### config.mk
export PLATFORM = sky130hd
export DESIGN_NAME = cau_queue
export DESIGN_NICKNAME = d
export VERILOG_FILES = /design/src/sv/cau_pkg.sv /design/src/sv/cau_queue.sv
export SDC_FILE = /design/constraint.sdc
export NUM_CORES = 1
export LEC_CHECK = 0
export BUFFER_PORTS_ARGS = -buffer_cell sky130_fd_sc_hd__buf_2
export CAP_MARGIN = 20
export CORE_AREA = 5 5 361 363
export CTS_BUF_LIST = sky130_fd_sc_hd__clkbuf_8 sky130_fd_sc_hd__clkbuf_16
export CTS_CLUSTER_DIAMETER = 60
export DETAILED_ROUTE_END_ITERATION = 10
export DIE_AREA = 0 0 366 368
export PLACE_DENSITY_LB_ADDON = 0.25
export SLEW_MARGIN = 25
export SYNTH_ARGS = -nofsm -noshare
export SYNTH_HDL_FRONTEND = slang
export SYNTH_SLANG_ARGS = --single-unit
### constraint.sdc
create_clock -name clock -period 15.6 [get_ports clock]
set_clock_uncertainty 0.05 [all_clocks]
set_input_delay 1.56 -clock clock [delete_from_list [all_inputs] [get_ports clock]]
set_output_delay 1.56 -clock clock [all_outputs]
set_load 0.05 [all_outputs]
### src/sv/cau_pkg.sv
`default_nettype none
package cau_pkg;

   // Defaults for the top-level parameters.
   localparam int FRAC_BITS_DEF   = 16;
   localparam int QUEUE_DEPTH_DEF = 4;

   // Operation kinds.
   localparam logic [2:0] KIND_ADD = 3'd0;
   localparam logic [2:0] KIND_SUB = 3'd1;
   localparam logic [2:0] KIND_MUL = 3'd2;
   localparam logic [2:0] KIND_DIV = 3'd3;
   localparam logic [2:0] KIND_CMP = 3'd4;

   // Result status codes.
   localparam logic [1:0] ST_OK   = 2'd0;
   localparam logic [1:0] ST_SAT  = 2'd1;
   localparam logic [1:0] ST_DIV0 = 2'd2;

   // Quotient bits kept by the divider and the width of its remainder.
   localparam int Q_BITS = 33;
   localparam int DIV_W  = 64 + Q_BITS;

   // One classified item as it waits between the front and the back.
   typedef struct packed {
      logic        need_mul;
      logic        is_div;
      logic [31:0] ar;
      logic [31:0] ai;
      logic [31:0] br;
      logic [31:0] bi;
      logic [31:0] res_r;
      logic [31:0] res_i;
      logic        eq;
      logic [1:0]  st;
   } item_type;

   // Saturates a sign and magnitude pair to 32 bits; bit 32 flags saturation.
   function automatic logic [32:0] sat_part(input logic neg, input logic [64:0] mag);
      logic [32:0] r;
      if (neg) begin
         if (mag > 65'h0_8000_0000) r = {1'b1, 32'h8000_0000};
         else r = {1'b0, 32'(~mag + 65'd1)};
      end else begin
         if (mag > 65'h0_7FFF_FFFF) r = {1'b1, 32'h7FFF_FFFF};
         else r = {1'b0, mag[31:0]};
      end
      return r;
   endfunction

endpackage
`default_nettype wire

### src/sv/cau_queue.sv
`default_nettype none
module cau_queue import cau_pkg::*; #(
   parameter int DEPTH = QUEUE_DEPTH_DEF
) (
   input  logic     clock,
   input  logic     reset,
   input  logic     push_valid,
   input  item_type push_item,
   output logic     full,
   input  logic     pop_ready,
   output logic     pop_valid,
   output item_type pop_item
);

   localparam int PTR_W = (DEPTH > 1) ? $clog2(DEPTH) : 1;
   localparam int CNT_W = $clog2(DEPTH + 1);

   item_type           mem_ff [DEPTH];
   logic [PTR_W-1:0]   wr_ptr_ff;
   logic [PTR_W-1:0]   rd_ptr_ff;
   logic [CNT_W-1:0]   count_ff;
   logic [CNT_W-1:0]   count_in;
   logic               push;
   logic               pop;

   assign full      = (count_ff == CNT_W'(DEPTH));
   assign pop_valid = (count_ff != '0);
   assign pop_item  = mem_ff[rd_ptr_ff];
   assign push      = push_valid && !full;
   assign pop       = pop_valid && pop_ready;
   assign count_in  = count_ff + CNT_W'(push) - CNT_W'(pop);

   // Pointers and fill count.
   always_ff @(posedge clock) begin
      if (reset) begin
         wr_ptr_ff <= '0;
         rd_ptr_ff <= '0;
         count_ff  <= '0;
      end else begin
         if (push) wr_ptr_ff <= (wr_ptr_ff == PTR_W'(DEPTH - 1)) ? '0 : wr_ptr_ff + 1'b1;
         if (pop) rd_ptr_ff <= (rd_ptr_ff == PTR_W'(DEPTH - 1)) ? '0 : rd_ptr_ff + 1'b1;
         count_ff <= count_in;
      end
   end

   // Entry storage.
   always_ff @(posedge clock) begin
      if (push) mem_ff[wr_ptr_ff] <= push_item;
   end

endmodule
`default_nettype wire

### Word level (Yosys, flattened, before mapping)

Memory sizes are Yosys's and may differ from the RTL's. A register that Yosys moved wholly into a read port is not among the register bits.
Index checks and enable logic that the tools add are counted.

* add/sub/neg operators: 4
* equal/unequal tests: 3
* mux-type cells: 6
* reductions and logical operators: 4

Operators by type and width (count)
* 2-bit 2-to-1 mux: 4
* 2-bit by 1-bit adder with 2-bit output, second input constant: 2
* 2-bit equality test, second input constant: 2
* 3-bit by 1-bit adder with 3-bit output: 1
* 3-bit equality test, second input constant: 1
* 3-bit nonzero test: 1
* 3-bit by 1-bit subtractor with 3-bit output: 1
* 1-bit logical AND: 2
* 1-bit 2-to-1 mux: 2
* 1-bit logical NOT: 1

* bits in registers: 7
* bits in writable memories: 788
* output and inout port bits: 199
* word-level logic and storage cells: 21
* memories kept: 1

Memories
* mem_ff: words 4, bits a word 197, read ports 1, clocked after Yosys merged registers in 1, write ports 1, RTL line cau_queue.sv:18 `item_type mem_ff [DEPTH];`

### Longest topological paths before layout

* depth in word-level cells: 5
* gate-level depth with buffers: 12

### Worst setup path after synthesis

No wires, ideal clock.

* path kind: input -> register
* start point: input push_valid
* end point: memory mem_ff[3][0] in the netlist's numbering (enable)
* arrival time: 6112 ps
* slack: 8856 ps
* stages on the path: 1
* path through: and3_1

* cells in the longest elaborated chain, start to end: 3

RTL lines
* start, declared: RTL line cau_queue.sv:7 `input logic push_valid,`
* 1-bit logical AND: RTL line cau_queue.sv:29 `assign push = push_valid && !full;`
* 1-bit 2-to-1 mux: RTL line cau_queue.sv:48 `if (push) mem_ff[wr_ptr_ff] <= push_item;`
* 1-bit 2-to-1 mux (not written as such): RTL line cau_queue.sv:48
* end, declared: RTL line cau_queue.sv:18

No other way between the ends.

==> impl_metrics.json <==
{
  "layout_setup_ws_ns": 10.09,
  "power.leakage_uw": 0.0117,
  "cp-end-kind": "output pin",
  "place_congestion": 0.699,
  "initial_utilization_pct": 22.8,
  "worst_setup_path_start_kind": "register",
  "dieArea_um2": 135000,
  "cts_inserted_buffers": 91,
  "dr.pass1.iters": 4,
  "tightest_slew_ns": 1.04,
  "nets": 1754,
  "setup_violations": 0,
  "place.port_buffers": 399,
  "cts_setup_buffers": 0,
  "path_class": "register to output pin",
  "yosysMostFrequentCell": "edfxtp_1",
  "ys_seq_area_share_pct": 82.5,
  "critPathSlowestCell": "dfxtp_4",
  "grt_pass1_vias": 14100,
  "die_w_um": 366,
  "clk_path_buf_depth": 3,
  "netlist_instances": 1080,
  "synth_area_leader_cell": "edfxtp_1",
  "cp_cell_sequence": "buf_4 -> buf_4 -> mux4_2 -> buf_2",
  "die_h_um": 368,
  "seqPwrFrac_pct": 40.7,
  "rsz0062_at_grt": "no",
  "ys_seq_elements": 797,
  "hold_viol": 0,
  "async_reset_ff_share_pct": 0,
  "min_period_over_period_pct": 35.3,
  "max_freq_mhz": 181,
  "clk_latency_ns": 0.66,
  "place_ws_ns": 10.57,
  "hp-class": "register to register",
  "synth-edff-count": 788,
  "wl_per_cell_um": 19.5,
  "syn_nets": 1289,
  "irDropWorstVdd_v": 0.000112,
  "swShare_pct": 34.1,
  "gr-total-overflow": 0,
  "antenna_found_initial": 28,
  "period_minus_slack_ns": 5.51,
  "cp_common_cell": "buf_4",
  "drive_gt1_share_pct": 46.4,
  "synth_cell_types": 26,
  "power.net_switching_uw": 2250,
  "cts_tree": "built",
  "cts_resized": 0,
  "pwr-share-comb_pct": 28.5,
  "ant_nets": 0,
  "rows": 131,
  "vias": 13000,
  "required_ns": 13.99,
  "status": "completed",
  "drv_cap": 0,
  "grt_first_pass_wirelength_mm": 95.0,
  "maxSlewHeadroom_pct": 30.7,
  "clkPwrFrac_pct": 30.8,
  "cts_hold_buf": 0,
  "core_um2": 127000,
  "ys.warnings.count": 0,
  "maxSlewViolCount": 0,
  "synth_top_area_share_pct": 81.9,
  "vias_per_cell": 3.95,
  "setup-tns-final_ns": 0,
  "synthFlopType": "edfxtp_1",
  "drc_errors": 0,
  "syn_avg_cell_area_um2": 26.8,
  "max_stage_delay_ns": 0.85,
  "p_per_area_nw_per_um2": 185,
  "ios": 400,
  "cp_max_fo": 43,
  "synthTopCellsByArea": "edfxtp_1 (82%), mux4_2 (15%), dfxtp_1 (0.62%)",
  "ctsRootBufferMaster": "clkbuf_16",
  "path_clk_slew_ns": 0.05,
  "wirelength_mm": 64.3,
  "dp_hpwl_mm": 39.8,
  "drt_iter0_drc": 795,
  "htree_levels": 3,
  "cp.arrival_ns": 3.90,
  "p_int_uw": 4360,
  "p_total_uw": 6610,
  "area_growth_pct": 23.8,
  "grt_max_degree": 93,
  "syn_area_um2": 28900,
  "grt_usage_pct": 9.43,
  "yosys-top-cells-count": "edfxtp_1 (788), mux4_2 (197), buf_2 (21), buf_6 (16), dfxtp_1 (9)",
  "place_inst": 3113,
  "clock-sinks": 797,
  "fin_cells": 3289,
  "final_util_pct": 28.2
}
[metal layers]
layer	wire (µm)	track usage, %
met1	24600	10.7
met2	31800	15.6
met3	6080	4.34
met4	1610	3.52
met5	181	0
[area by class of cell]
class | instances | area, µm²
clock inverters | 71 | 592
flip-flops and latches | 797 | 23900
multi-input cells | 230 | 4720
inverters | 7 | 26.3
diodes | 12 | 30.0
well taps | 1662 | 2080
fillers | 12500 | 90900
repair buffers | 418 | 2170
clock buffers | 92 | 2300
[state kept, by name (all words and copies together) (netlist names), named ones only]
signal and flops:
mem_ff 788, count_ff 3, rd_ptr_ff 2, wr_ptr_ff 2
[cell families (layout without fill, tap and decap cells)]
| logic type | Yosys count | after routing | share of synthesized area (%) |
|---|---|---|---|
| flip-flops | 797 | 797 | 82.5 |
| other | 0 | 12 | 0 |
| XOR/XNOR | 1 | 1 | 0.0303 |
| AO/OA/AOI/OAI | 5 | 5 | 0.130 |
| buffers and inverters | 53 | 588 | 1.20 |
| multiplexers | 198 | 198 | 15.4 |
| AND/OR/NAND/NOR | 18 | 18 | 0.355 |
| adder cells (fa/ha/maj) | 8 | 8 | 0.372 |
[cells in the final DEF (no fill, tap or decap), drive strengths merged, types with 7 or more instances in the layout]
master and n:
inv 35, mux4 197, buf 418, bufinv 8, diode 12, clkbuf 92, dfxtp 9, clkinv 31
edfxtp 788, ha 7
[per-stage QoR]
stage | hold slack [ns] | area (µm²)
3_3_place_gp | 0.440 | 32800
4_1_cts | 0.454 | 35700
2_1_floorplan | 0.413 | 28900
3_5_place_dp | 0.443 | 32800
6_report | 0.444 | 35800
5_1_grt | 0.502 | 35700
[critical path, delay by kind of cell, from the launching register on]
family                 cells  cell delay, ns
buffers and inverters      3            1.67
DFF                        1            0.85
muxes                      1            0.59
[power by group through the flow]
stage          combinational [µW]  sequential (µW)  clock (µW)
6_report                     1880             2690        2040
5_1_grt                      1990             2720        2210
4_1_cts                      1930             2700        2120
3_5_place_dp                 1930             2750           0
3_3_place_gp                 1920             2730           0
2_1_floorplan                1480             2740           0
[worst paths after layout]
kind | from | endpoint | slack (ns) | cells after the start
setup / recovery | register | pop_item[130] | 10.09 | 4
hold / removal | rd_ptr_ff[0]$_SDFFE_PP0N_ | register | 0.44 | 2
setup reg to reg | count_ff[1]$_SDFF_PP0_ | mem_ff[0][84]$_DFFE_PP_ | 12.04 | 4
hold reg to reg | rd_ptr_ff[0]$_SDFFE_PP0N_ | register | 0.44 | 2
(Power assumes the default switching activity.)
