--- config.mk ---
export PLATFORM = sky130hd
export DESIGN_NAME = cau_front
export DESIGN_NICKNAME = d
export VERILOG_FILES = /design/src/sv/cau_pkg.sv /design/src/sv/cau_front.sv
export SDC_FILE = /design/constraint.sdc
export NUM_CORES = 1
export LEC_CHECK = 0
export ABC_CLOCK_PERIOD_IN_PS = 6500
export BUFFER_PORTS_ARGS = -buffer_cell sky130_fd_sc_hd__buf_2
export CAP_MARGIN = 5
export CORE_ASPECT_RATIO = 1.5
export CORE_MARGIN = 4
export CORE_UTILIZATION = 53
export DETAILED_ROUTE_END_ITERATION = 6
export PLACE_DENSITY = 0.88
export SETUP_SLACK_MARGIN = 0.4
export SYNTH_ARGS = -nofsm -noshare
export SYNTH_HDL_FRONTEND = slang
export SYNTH_SLANG_ARGS = --single-unit
--- constraint.sdc ---
create_clock -name vclk -period 6.5
set_input_delay 0.65 -clock vclk [all_inputs]
set_output_delay 0.65 -clock vclk [all_outputs]
set_load 0.01 [all_outputs]
--- src/sv/cau_pkg.sv ---
`default_nettype none
package cau_pkg;

   // Defaults for the top-level parameters.
   localparam int FRAC_BITS_DEF   = 16;
   localparam int QUEUE_DEPTH_DEF = 4;

   // Operation kinds.
   localparam logic [2:0] KIND_ADD = 3'd0;
   localparam logic [2:0] KIND_SUB = 3'd1;
   localparam logic [2:0] KIND_MUL = 3'd2;
   localparam logic [2:0] KIND_DIV = 3'd3;
   localparam logic [2:0] KIND_CMP = 3'd4;

   // Result status codes.
   localparam logic [1:0] ST_OK   = 2'd0;
   localparam logic [1:0] ST_SAT  = 2'd1;
   localparam logic [1:0] ST_DIV0 = 2'd2;

   // Quotient bits kept by the divider and the width of its remainder.
   localparam int Q_BITS = 33;
   localparam int DIV_W  = 64 + Q_BITS;

   // One classified item as it waits between the front and the back.
   typedef struct packed {
      logic        need_mul;
      logic        is_div;
      logic [31:0] ar;
      logic [31:0] ai;
      logic [31:0] br;
      logic [31:0] bi;
      logic [31:0] res_r;
      logic [31:0] res_i;
      logic        eq;
      logic [1:0]  st;
   } item_type;

   // Saturates a sign and magnitude pair to 32 bits; bit 32 flags saturation.
   function automatic logic [32:0] sat_part(input logic neg, input logic [64:0] mag);
      logic [32:0] r;
      if (neg) begin
         if (mag > 65'h0_8000_0000) r = {1'b1, 32'h8000_0000};
         else r = {1'b0, 32'(~mag + 65'd1)};
      end else begin
         if (mag > 65'h0_7FFF_FFFF) r = {1'b1, 32'h7FFF_FFFF};
         else r = {1'b0, mag[31:0]};
      end
      return r;
   endfunction

endpackage
`default_nettype wire

--- src/sv/cau_front.sv ---
`default_nettype none
module cau_front import cau_pkg::*; (
   input  logic [2:0]         req_kind,
   input  logic signed [31:0] req_a_real,
   input  logic signed [31:0] req_a_imag,
   input  logic signed [31:0] req_b_real,
   input  logic signed [31:0] req_b_imag,
   output item_type           push_item
);

   logic signed [32:0] sum_r;
   logic signed [32:0] sum_i;
   logic [32:0]        mag_r;
   logic [32:0]        mag_i;
   logic [32:0]        sat_r;
   logic [32:0]        sat_i;

   // Add and subtract finish here; the magnitude is saturated per part.
   always_comb begin
      if (req_kind == KIND_SUB) begin
         sum_r = 33'(req_a_real) - 33'(req_b_real);
         sum_i = 33'(req_a_imag) - 33'(req_b_imag);
      end else begin
         sum_r = 33'(req_a_real) + 33'(req_b_real);
         sum_i = 33'(req_a_imag) + 33'(req_b_imag);
      end
      mag_r = sum_r[32] ? 33'(-sum_r) : 33'(sum_r);
      mag_i = sum_i[32] ? 33'(-sum_i) : 33'(sum_i);
      sat_r = sat_part(sum_r[32], 65'(mag_r));
      sat_i = sat_part(sum_i[32], 65'(mag_i));
   end

   // Classify the item and fill in every result that needs no multiplier.
   always_comb begin
      push_item    = '0;
      push_item.ar = req_a_real;
      push_item.ai = req_a_imag;
      push_item.br = req_b_real;
      push_item.bi = req_b_imag;
      case (req_kind)
         KIND_ADD, KIND_SUB: begin
            push_item.res_r = sat_r[31:0];
            push_item.res_i = sat_i[31:0];
            push_item.st    = (sat_r[32] | sat_i[32]) ? ST_SAT : ST_OK;
         end
         KIND_MUL: begin
            push_item.need_mul = 1'b1;
         end
         KIND_DIV: begin
            if (req_b_real == 32'sd0 && req_b_imag == 32'sd0) begin
               push_item.st = ST_DIV0;
            end else begin
               push_item.need_mul = 1'b1;
               push_item.is_div   = 1'b1;
            end
         end
         KIND_CMP: begin
            push_item.eq = (req_a_real == req_b_real) && (req_a_imag == req_b_imag);
         end
         default: begin
         end
      endcase
   end

endmodule
`default_nettype wire

==> metrics.yaml, run 1 <==
outcome:
  lastStage: "global routing"
  stop_error: "[ERROR GRT-0232] Routing congestion too high. Check the congestion heatmap in the GUI."
  outcome: "stopped before the end"
grt:
  track_usage_pct: 75.3
  grt.overflow.total: 451
  grt_max_degree: 37
yosys:
  syn_area_per_cell_um2: 6.61
  synth_area_um2: 14800
  synth_largest_area_cell: "ha_1"
  synth.distinct_cells: 105
  synth.area.top_cells: "ha_1 11%, buf_4 6.8%, xnor2_1 6.7%, a21oi_1 6.3%, nor2_1 4.4%"
  ys_warn_count: 0
  synth_cells: 2234
  synth_top_area_share_pct: 11.4
  seq_area_frac_synth_pct: 0
  synthesis.nets: 2503
floorplan:
  die_h_um: 212
  start_util_pct: 53.9
  die_w_um: 144
  rows: 74
  ioPinCount: 328
sta:
  worst_endpoint: "push_item[24]"
  endpoint_type: "output port"
placement:
  numPlacedInstances: 2990
  port_buffers: 328
  dpl_cell_area_um2: 18100
  gp_congestion: 1.20
  hpwlAfterDp_um: 55600
clock_network:
  cts_hold_buffers: 0
-- repair_timing --
action / in CTS
cloned: 6
gates resized for setup: 203
endpoints found under the setup margin: 65
hold endpoints to repair: 0
pin swaps: 82
setup buffers: 39
-- synthesized netlist by cell type, types with 13 or more instances --
library cell	number
o31ai_1	36
inv_1	135
and3_1	34
nor4_1	63
ha_1	134
mux2i_1	16
a221oi_2	18
o21a_1	15
a211oi_1	56
o211ai_1	32
clkbuf_1	76
nand4_1	52
o21ai_0	113
nand3_1	67
nand2_1	148
xnor2_1	113
or3_1	20
a41oi_1	13
a21oi_1	186
nor2_1	172
or4_1	13
a21o_1	34
and2_1	21
a2111oi_0	17
nor2b_1	30
a221oi_1	22
xor2_1	38
buf_4	134
nand2b_1	34
or2_2	20
buf_2	25
nor3_1	87
a31oi_1	31
-- per-stage QoR --
step	TNS (ns)	setup WS, ns	hold WS, ns
after CTS	0	0.213	1.53
after detailed placement	-11.72	-0.390	1.53
after global placement	-4.86	-0.205	1.53
after floorplan	0	0.396	1.39
-- per-layer routing --
layer	GRT overflow	GRT usage, %
met5	0	36.2
met4	154	78.7
met3	6	61.8
met2	287	91.9
met1	4	71.0
-- kinds of logic after synthesis --
group                      count (synthesis)  share of synthesized area, %
and+or+nand+nor                          828                          29.9
AOI/OAI and AO/OA                        710                          34.0
buffers and inverters                    383                          13.6
xor gates and xnor gates                 153                          9.17
adders and majority gates                138                          11.9
muxes                                     22                          1.54
==> inputs of run 2 (changes only) <==
==> config.mk (replaced) <==
export PLATFORM = sky130hd
export DESIGN_NAME = cau_front
export DESIGN_NICKNAME = d
export VERILOG_FILES = /design/src/sv/cau_pkg.sv /design/src/sv/cau_front.sv
export SDC_FILE = /design/constraint.sdc
export NUM_CORES = 1
export LEC_CHECK = 0
export ABC_CLOCK_PERIOD_IN_PS = 8500
export BUFFER_PORTS_ARGS = -buffer_cell sky130_fd_sc_hd__buf_2
export CAP_MARGIN = 5
export CORE_MARGIN = 4
export CORE_UTILIZATION = 40
export DETAILED_ROUTE_END_ITERATION = 6
export PLACE_DENSITY_LB_ADDON = 0.15
export SYNTH_ARGS = -nofsm -noshare
export SYNTH_HDL_FRONTEND = slang
export SYNTH_SLANG_ARGS = --single-unit
==> constraint.sdc (replaced) <==
create_clock -name vclk -period 8.5
set_input_delay 0.85 -clock vclk [all_inputs]
set_output_delay 0.85 -clock vclk [all_outputs]
set_load 0.01 [all_outputs]
==> metrics.yaml, run 2 <==
yosys:
  synthAdderAreaFrac_pct: 11.9
  synth.area.mux_share_pct: 1.54
  synthesis.nets: 2503
  synth_top_area_share_pct: 11.4
  synth_simple_gate_area_share_pct: 29.9
  syn_area_per_cell_um2: 6.61
  synth_most_common_cell: "a21oi_1"
  synth_area_um2: 14800
  synthXorXnorAreaFrac_pct: 9.17
  synth_compound_area_share_pct: 34.0
  synth_top_family_by_area: "compound AO/OA/AOI/OAI gates"
  ys_warn_count: 0
  synth.area.top_cells: "ha_1 11%, buf_4 6.8%, xnor2_1 6.7%, a21oi_1 6.3%, nor2_1 4.4%"
  synth_cells: 2234
  synthTopCellsByCount: "186 x a21oi_1, 172 x nor2_1, 148 x nand2_1"
  seq_area_frac_synth_pct: 0
  synth_largest_area_cell: "ha_1"
  synth.distinct_cells: 105
pwr:
  comb_power_share_pct: 100.0
  p_per_area_nw_per_um2: 115
  p_int_uw: 637
  clkPwrFrac_pct: 0
  peakVddDrop_v: 0.0000739
  swShare_pct: 65.4
  leakage_uw: 0.00686
  netSwitchingPower_uw: 1210
  seqPwrFrac_pct: 0
detailed_routing:
  antenna_left: 0
  vias: 18100
  wl_per_cell_um: 22.9
  drt-total-wl_um: 65300
  drt_iter0_markers: 1599
  drc_errors: 0
  drt_pass1_iterations: 5
  vias_per_cell: 6.37
layout:
  layout_common_cells: "328 x buf_2, 186 x a21oi_1, 172 x nor2_1"
  nClkBuffers: 0
  layoutNonFillerInstCount: 2848
  drive_gt1_share_pct: 20.6
  nets: 2651
  final_area_um2: 16100
  regArea_um2: 0
  syn_to_final_growth_pct: 8.66
  layout_commonest_cell: "buf_2"
  antenna-diode-count: 0
  seq_cell_count: 0
  fillerInstances: 3904
floorplan:
  ioPinCount: 328
  start_util_pct: 40.4
  die-area_um2: 40100
  coreArea_um2: 36500
  die_w_um: 200
  rows: 70
  die_h_um: 200
outcome:
  outcome: "finished clean"
grt:
  grt_pass1_vias: 17100
  grt_max_degree: 54
  track_usage_pct: 30.0
  grt.overflow.total: 0
  grt_first_pass_wirelength_um: 99600
  antenna_found_initial: 2
sta:
  slew_headroom_pct: 12.4
  setup_viol: 0
  hold_violations: 0
  tightest_slew_ns: 1.31
  slew_violations: 0
  fmax_mhz: 125
  fin_ws_ns: 0.523
  setup_tns_ns: 0
  min_period_over_period_pct: 93.8
  period_minus_slack_ns: 7.98
  rsz0062_at_grt: "false"
setup_path:
  worst-path-max-fanout: 19
  cp.arrival_ns: 7.13
  cp-end-kind: "output pin"
  cp_data_required_time_ns: 7.65
  crit_type: "in2out"
  startpoint_type: "input pin"
placement:
  hpwlAfterDp_um: 54600
  numPlacedInstances: 2848
  pre_cts_ws_ns: 0.508
  dpl_cell_area_um2: 16000
  port_buffers: 328
  gp_congestion: 0.984
clock_network:
  postCtsSetupBuffers: 0
worst_hold_path:
  whs_path_depth: 2
  hp-class: "in2out"
job:
  maxCapViolCount: 0
==> run 2: cells by family (layout without fill, tap and decap cells) <==
logic type,Yosys count,count (layout)
AOI/OAI and AO/OA,710,710
xor gates and xnor gates,153,153
adders and majority gates,138,138
buffers and inverters,383,529
muxes,22,22
and+or+nand+nor,828,828
==> run 2: repair_timing <==
item / 4_1_cts / 5_1_grt
endpoints found under the hold margin: 0 / 0
resized for setup: 0 / 1
hold buffers: 0 / 0
setup endpoints to repair: 0 / 9
==> run 2: power by group through the flow <==
stage | Sequential (uW) | Clock [uW] | Combinational [uW]
final | 0 | 0 | 1840
after global placement | 0 | 0 | 1800
after global routing | 0 | 0 | 1990
after floorplan | 0 | 0 | 1280
after CTS | 0 | 0 | 1810
after detailed placement | 0 | 0 | 1800
==> run 2: per-stage QoR <==
| stage | hold WS (ns) | utilization (%) | total power, uW |
|---|---|---|---|
| 6_report | 1.92 | 43.9 | 1840 |
| 3_5_place_dp | 1.93 | 43.9 | 1800 |
| 5_1_grt | 1.94 | 43.9 | 1990 |
| 3_3_place_gp | 1.92 | 43.9 | 1800 |
| 2_1_floorplan | 1.79 | - | 1280 |
| 4_1_cts | 1.93 | 43.9 | 1810 |
==> run 2: final timing paths <==
check / start / end
max: req_b_imag[1] / push_item[13]
min: req_a_imag[22] / push_item[153]
==> run 2: critical path, stage by stage <==
cell and delay, ns:
buf_2 0.23, inv_1 0.12, fa_1 0.47, or2_1 0.28
a2111oi_2 0.38, o31a_1 0.24, a22oi_1 0.22, a2111oi_1 0.80
nor2b_1 0.11, o311ai_0 0.28, o21ai_0 0.17, xnor2_1 0.71
xor2_1 0.29, or3b_2 0.51, nor4_2 0.50, nor3_4 0.21
buf_4 0.23, a221oi_1 0.31, buf_2 0.19
==> run 2: final cells by class <==
type	count	area, um2	share of cell area, %
multi-input combinational	1851	12800	79.7
timing repair buffer	394	2160	13.5
tap	468	586	3.65
inverter	135	507	3.16
==> run 2: per-layer routing <==
| layer | GRT usage (%) | wire, um | part of all wire, % |
|---|---|---|---|
| met2 | 50.0 | 29700 | 45 |
| met1 | 38.1 | 26500 | 41 |
| met5 | 0 | 7 | 0.011 |
| met4 | 17.0 | 4690 | 7.2 |
| met3 | 2.85 | 4380 | 6.7 |
Power figures use the tool's default switching activity.
==> inputs of run 3 (changes only) <==
--- a/config.mk
+++ b/config.mk
@@ -8,8 +8,10 @@
 export ABC_CLOCK_PERIOD_IN_PS = 8500
 export BUFFER_PORTS_ARGS = -buffer_cell sky130_fd_sc_hd__buf_2
 export CAP_MARGIN = 5
+export CELL_PAD_IN_SITES_DETAIL_PLACEMENT = 1
+export CELL_PAD_IN_SITES_GLOBAL_PLACEMENT = 2
 export CORE_MARGIN = 4
-export CORE_UTILIZATION = 40
+export CORE_UTILIZATION = 31
 export DETAILED_ROUTE_END_ITERATION = 6
 export PLACE_DENSITY_LB_ADDON = 0.15
 export SYNTH_ARGS = -nofsm -noshare
==> metrics.yaml, run 3 (synthesis gave the netlist of run 2 again) <==
clock_network:
  cts_hold_buffers: 0
  cts-resized-gates: 0
  postCtsSetupBuffers: 0
job:
  maxCapViolCount: 0
floorplan:
  start_util_pct: 31.5
  coreArea_um2: 46900
  die_h_um: 226
  rows: 79
  die-area_um2: 51200
  ioPinCount: 328
  die_w_um: 226
sta:
  hold_slack_ns: 1.93
  hold_violations: 0
  min_period_over_period_pct: 92.1
  setup_viol: 0
  slew_violations: 0
  rsz0062_at_grt: "false"
  slew_headroom_pct: 15.9
  fmax_mhz: 128
  period_minus_slack_ns: 7.83
  tightest_slew_ns: 1.23
  setup_tns_ns: 0
setup_path:
  slowest_stage: "a2111oi_1"
  cp-end-kind: "output pin"
  crit_type: "in2out"
  cp.arrival_ns: 6.98
  cp_data_required_time_ns: 7.65
  max_stage_delay_ns: 0.55
  startpoint_type: "input pin"
  worst-path-max-fanout: 15
detailed_routing:
  antenna_left: 0
  drt-total-wl_um: 72900
  wl_per_cell_um: 24.3
  drt_pass1_iterations: 6
  drt_iter0_markers: 1031
  vias: 18000
  vias_per_cell: 6.02
  drc_errors: 0
pwr:
  leakage_uw: 0.00690
  p_int_uw: 652
  p_per_area_nw_per_um2: 117
  seqPwrFrac_pct: 0
  swShare_pct: 65.7
  comb_power_share_pct: 100.0
  peakVddDrop_v: 0.0000738
  netSwitchingPower_uw: 1250
  clkPwrFrac_pct: 0
layout:
  seq_cell_count: 0
  nets: 2659
  nClkBuffers: 0
  syn_to_final_growth_pct: 10.3
  layout_common_cells: "328 x buf_2, 186 x a21oi_1, 172 x nor2_1"
  regArea_um2: 0
  antenna-diode-count: 0
  layout_commonest_cell: "buf_2"
  drive_gt1_share_pct: 20.9
grt:
  grt.overflow.total: 0
  track_usage_pct: 26.7
  antenna_found_initial: 0
  grt_max_degree: 79
  grt_first_pass_wirelength_um: 110000
  grt_pass1_vias: 18400
worst_hold_path:
  hp-class: "in2out"
placement:
  port_buffers: 328
  gp_congestion: 0.923
  hpwlAfterDp_um: 61700
outcome:
  outcome: "finished clean"
-- run 3: cell count changes in the layout (fill, tap and decap cells not counted) --
| cell | previous run | this run |
|---|---|---|
| buf_12 | 2 | 3 |
| o21ai_0 | 113 | 111 |
| o21ai_1 | 2 | 4 |
| buf_4 | 64 | 71 |
-- run 3: path summary, 6_finish.rpt --
check / from / end / cells past startpoint
worst max-delay path: req_b_real[5] / push_item[39] / 25
worst min-delay path: req_a_real[19] / push_item[182] / 2
-- run 3: power groups by stage --
stage | logic, uW | clock network, uW | registers, uW
floorplan | 1280 | 0 | 0
global placement | 1860 | 0 | 0
detailed placement | 1880 | 0 | 0
CTS | 1890 | 0 | 0
global route | 2060 | 0 | 0
finish | 1900 | 0 | 0
-- run 3: worst max-delay path: cells and delay by family --
kind                       cells  cell delay [ns]
buffers and inverters          5             0.85
and+or+nand+nor               10             2.12
adders and majority gates      2             0.75
AOI/OAI and AO/OA              8             2.39
-- run 3: final cells by class --
class,count,area [um2]
Fill cell,6189,30600
Multi-Input combinational cell,1851,12800
Timing Repair Buffer,402,2230
Tap cell,607,759
Inverter,135,507
-- run 3: routing by layer --
metal  GRT usage (%)  up-vias  part of all wire [%]
met1            33.3     8912                    42
met2            49.0      451                    51
met3            1.04      119                   3.2
met4            9.80        0                   4.4
li1                -     8557                     -
met5               0        -                     0
-- run 3: through the flow --
| step | cells | cell area (um2) | util (%) | setup slack (ns) | total power [uW] |
|---|---|---|---|---|---|
| after floorplan | 2234 | 14800 | - | 1.54 | 1280 |
| after global placement | 2995 | 16300 | 34.8 | 0.369 | 1860 |
| after detailed placement | 2995 | 16300 | 34.8 | 0.220 | 1880 |
| after CTS | 2995 | 16300 | 34.8 | 0.169 | 1890 |
| after global routing | 2995 | 16300 | 34.8 | 0.131 | 2060 |
| final | 2995 | 16300 | 34.8 | 0.668 | 1900 |
==> inputs of run 4 (changes only) <==
--- a/config.mk
+++ b/config.mk
@@ -5,13 +5,14 @@
 export SDC_FILE = /design/constraint.sdc
 export NUM_CORES = 1
 export LEC_CHECK = 0
+export ABC_AREA = 1
 export ABC_CLOCK_PERIOD_IN_PS = 8500
 export BUFFER_PORTS_ARGS = -buffer_cell sky130_fd_sc_hd__buf_2
 export CAP_MARGIN = 5
 export CELL_PAD_IN_SITES_DETAIL_PLACEMENT = 1
 export CELL_PAD_IN_SITES_GLOBAL_PLACEMENT = 2
 export CORE_MARGIN = 4
-export CORE_UTILIZATION = 31
+export CORE_UTILIZATION = 28
 export DETAILED_ROUTE_END_ITERATION = 6
 export PLACE_DENSITY_LB_ADDON = 0.15
 export SYNTH_ARGS = -nofsm -noshare
==> metrics.yaml, run 4 <==
pwr:
  p_per_area_nw_per_um2: 105
  leakage_uw: 0.0118
  peakVddDrop_v: 0.0000297
yosys:
  synth_top_area_share_pct: 30.9
  synth_largest_area_cell: "nand2_1"
  synth.area.top_cells: "nand2_1 31%, inv_1 13%, nand3_1 10%, nor2_1 9.3%, ha_1 9.1%"
  synth_area_um2: 18400
  seq_area_frac_synth_pct: 0
  ys_warn_count: 0
  synthesis.nets: 4140
  syn_area_per_cell_um2: 4.74
  synth_most_common_cell: "nand2_1"
  synthTopCellsByCount: "1,512 x nand2_1, 614 x inv_1, 453 x nor2_1"
  synth_cells: 3871
  synth.distinct_cells: 47
detailed_routing:
  drt-total-wl_um: 90900
  drt_iter0_markers: 1478
  vias: 23600
  vias_per_cell: 4.86
  wl_per_cell_um: 18.8
  drc_errors: 0
  drt_pass1_iterations: 5
  antenna_left: 0
sta:
  hold_violations: 0
  fmax_mhz: 146
  slew_violations: 0
  hold_slack_ns: 1.92
  setup_viol: 0
  period_minus_slack_ns: 6.86
  slew_headroom_pct: 32.7
  min_period_over_period_pct: 80.7
  setup_tns_ns: 0
  rsz0062_at_grt: "false"
  tightest_slew_ns: 1.00
clock_network:
  cts_hold_buffers: 0
  postCtsSetupBuffers: 0
  cts-resized-gates: 0
layout:
  regArea_um2: 0
  antenna-diode-count: 0
  nets: 4263
  layout_common_cells: "1,512 x nand2_1, 614 x inv_1, 453 x nor2_1"
  layout_commonest_cell: "nand2_1"
  seq_cell_count: 0
  nClkBuffers: 0
  final_area_um2: 19600
  syn_to_final_growth_pct: 6.83
  drive_gt1_share_pct: 11.8
setup_path:
  critPathMostFrequentCell: "nand2_1"
  cp-end-kind: "output pin"
  cp_data_required_time_ns: 7.65
  startpoint_type: "input pin"
  cp.buffers_inverters: 5
  crit_type: "in2out"
  cp.arrival_ns: 6.01
  max_stage_delay_ns: 0.39
  slowest_stage: "fa_1"
  worst-path-max-fanout: 23
  crit_family: "simple AND/OR/NAND/NOR gates"
worst_hold_path:
  whs_path_depth: 2
  worstHoldEndpoint: "push_item[95]"
  min-delay-start: "req_b_imag[28]"
  hp-class: "in2out"
grt:
  grt.overflow.total: 0
  antenna_found_initial: 0
  track_usage_pct: 25.0
  met1_usage_pct: 40.2
  grt_first_pass_wirelength_um: 139000
  grt_use_met2_pct: 37.7
  grt_pass1_vias: 23500
  grt_max_degree: 73
  grt_util_met3_pct: 1.70
  busiest_layer: "met1"
job:
  maxCapViolCount: 0
floorplan:
  rows: 93
  die_w_um: 264
  ioPinCount: 328
  coreArea_um2: 64700
  die-area_um2: 69800
  start_util_pct: 28.4
  die_h_um: 264
outcome:
  outcome: "finished clean"
placement:
  port_buffers: 328
  gp_congestion: 0.905
  dpl_cell_area_um2: 19600
  hpwlAfterDp_um: 80800
[run 4: changes by cell type in the layout (fill, tap and decap cells not counted), moves of 68 or more]
cell and change:
a21oi_1 -68, inv_1 +479, nand2_1 +1364, nand3_1 +315, nor2_1 +281, xnor2_1 -104
[run 4: cell families after synthesis]
group	Yosys count	share of synthesized area, %
AOI/OAI and AO/OA	235	7.11
xor gates and xnor gates	36	1.72
adders and majority gates	138	9.56
buffers and inverters	858	21.5
and+or+nand+nor	2604	60.1
[run 4: final cells by class]
class | instances | area (um2)
fill | 9516 | 45100
multi-input combinational | 3013 | 14400
inverter | 641 | 2410
timing repair buffer | 338 | 1720
tap | 855 | 1070
[run 4: how the worst max path moves through the flow]
stage / startpoint / endpoint / cells past startpoint
2_1_floorplan: req_a_real[0] / push_item[55] / 35
3_3_place_gp: req_b_real[0] / push_item[0] / 34
3_5_place_dp: req_b_real[0] / push_item[0] / 34
4_1_cts: req_b_real[0] / push_item[0] / 34
5_1_grt: req_a_imag[0] / push_item[8] / 31
6_report: req_b_real[0] / push_item[35] / 31
[run 4: where the power goes]
part	internal [uW]	leakage, uW	switching [uW]
registers	0	0	0
clock network	0	0	0
logic	559	0.0118	1490
total	559	0.0118	1490
[run 4: routing by layer]
layer,share of wire [%],vias to the layer above
met5,0,-
met4,0.64,0
met3,4.5,22
met2,40,474
met1,55,11000
li1,-,12100
[run 4: through the flow]
step	util [%]	total power (uW)	worst slack, ns	instances
finish	30.3	2050	1.64	4847
global route	30.3	2310	1.06	4847
CTS	30.3	2040	1.62	4847
detailed placement	30.3	2040	1.65	4847
global placement	30.3	2030	1.70	4847
floorplan	-	1410	3.22	3871
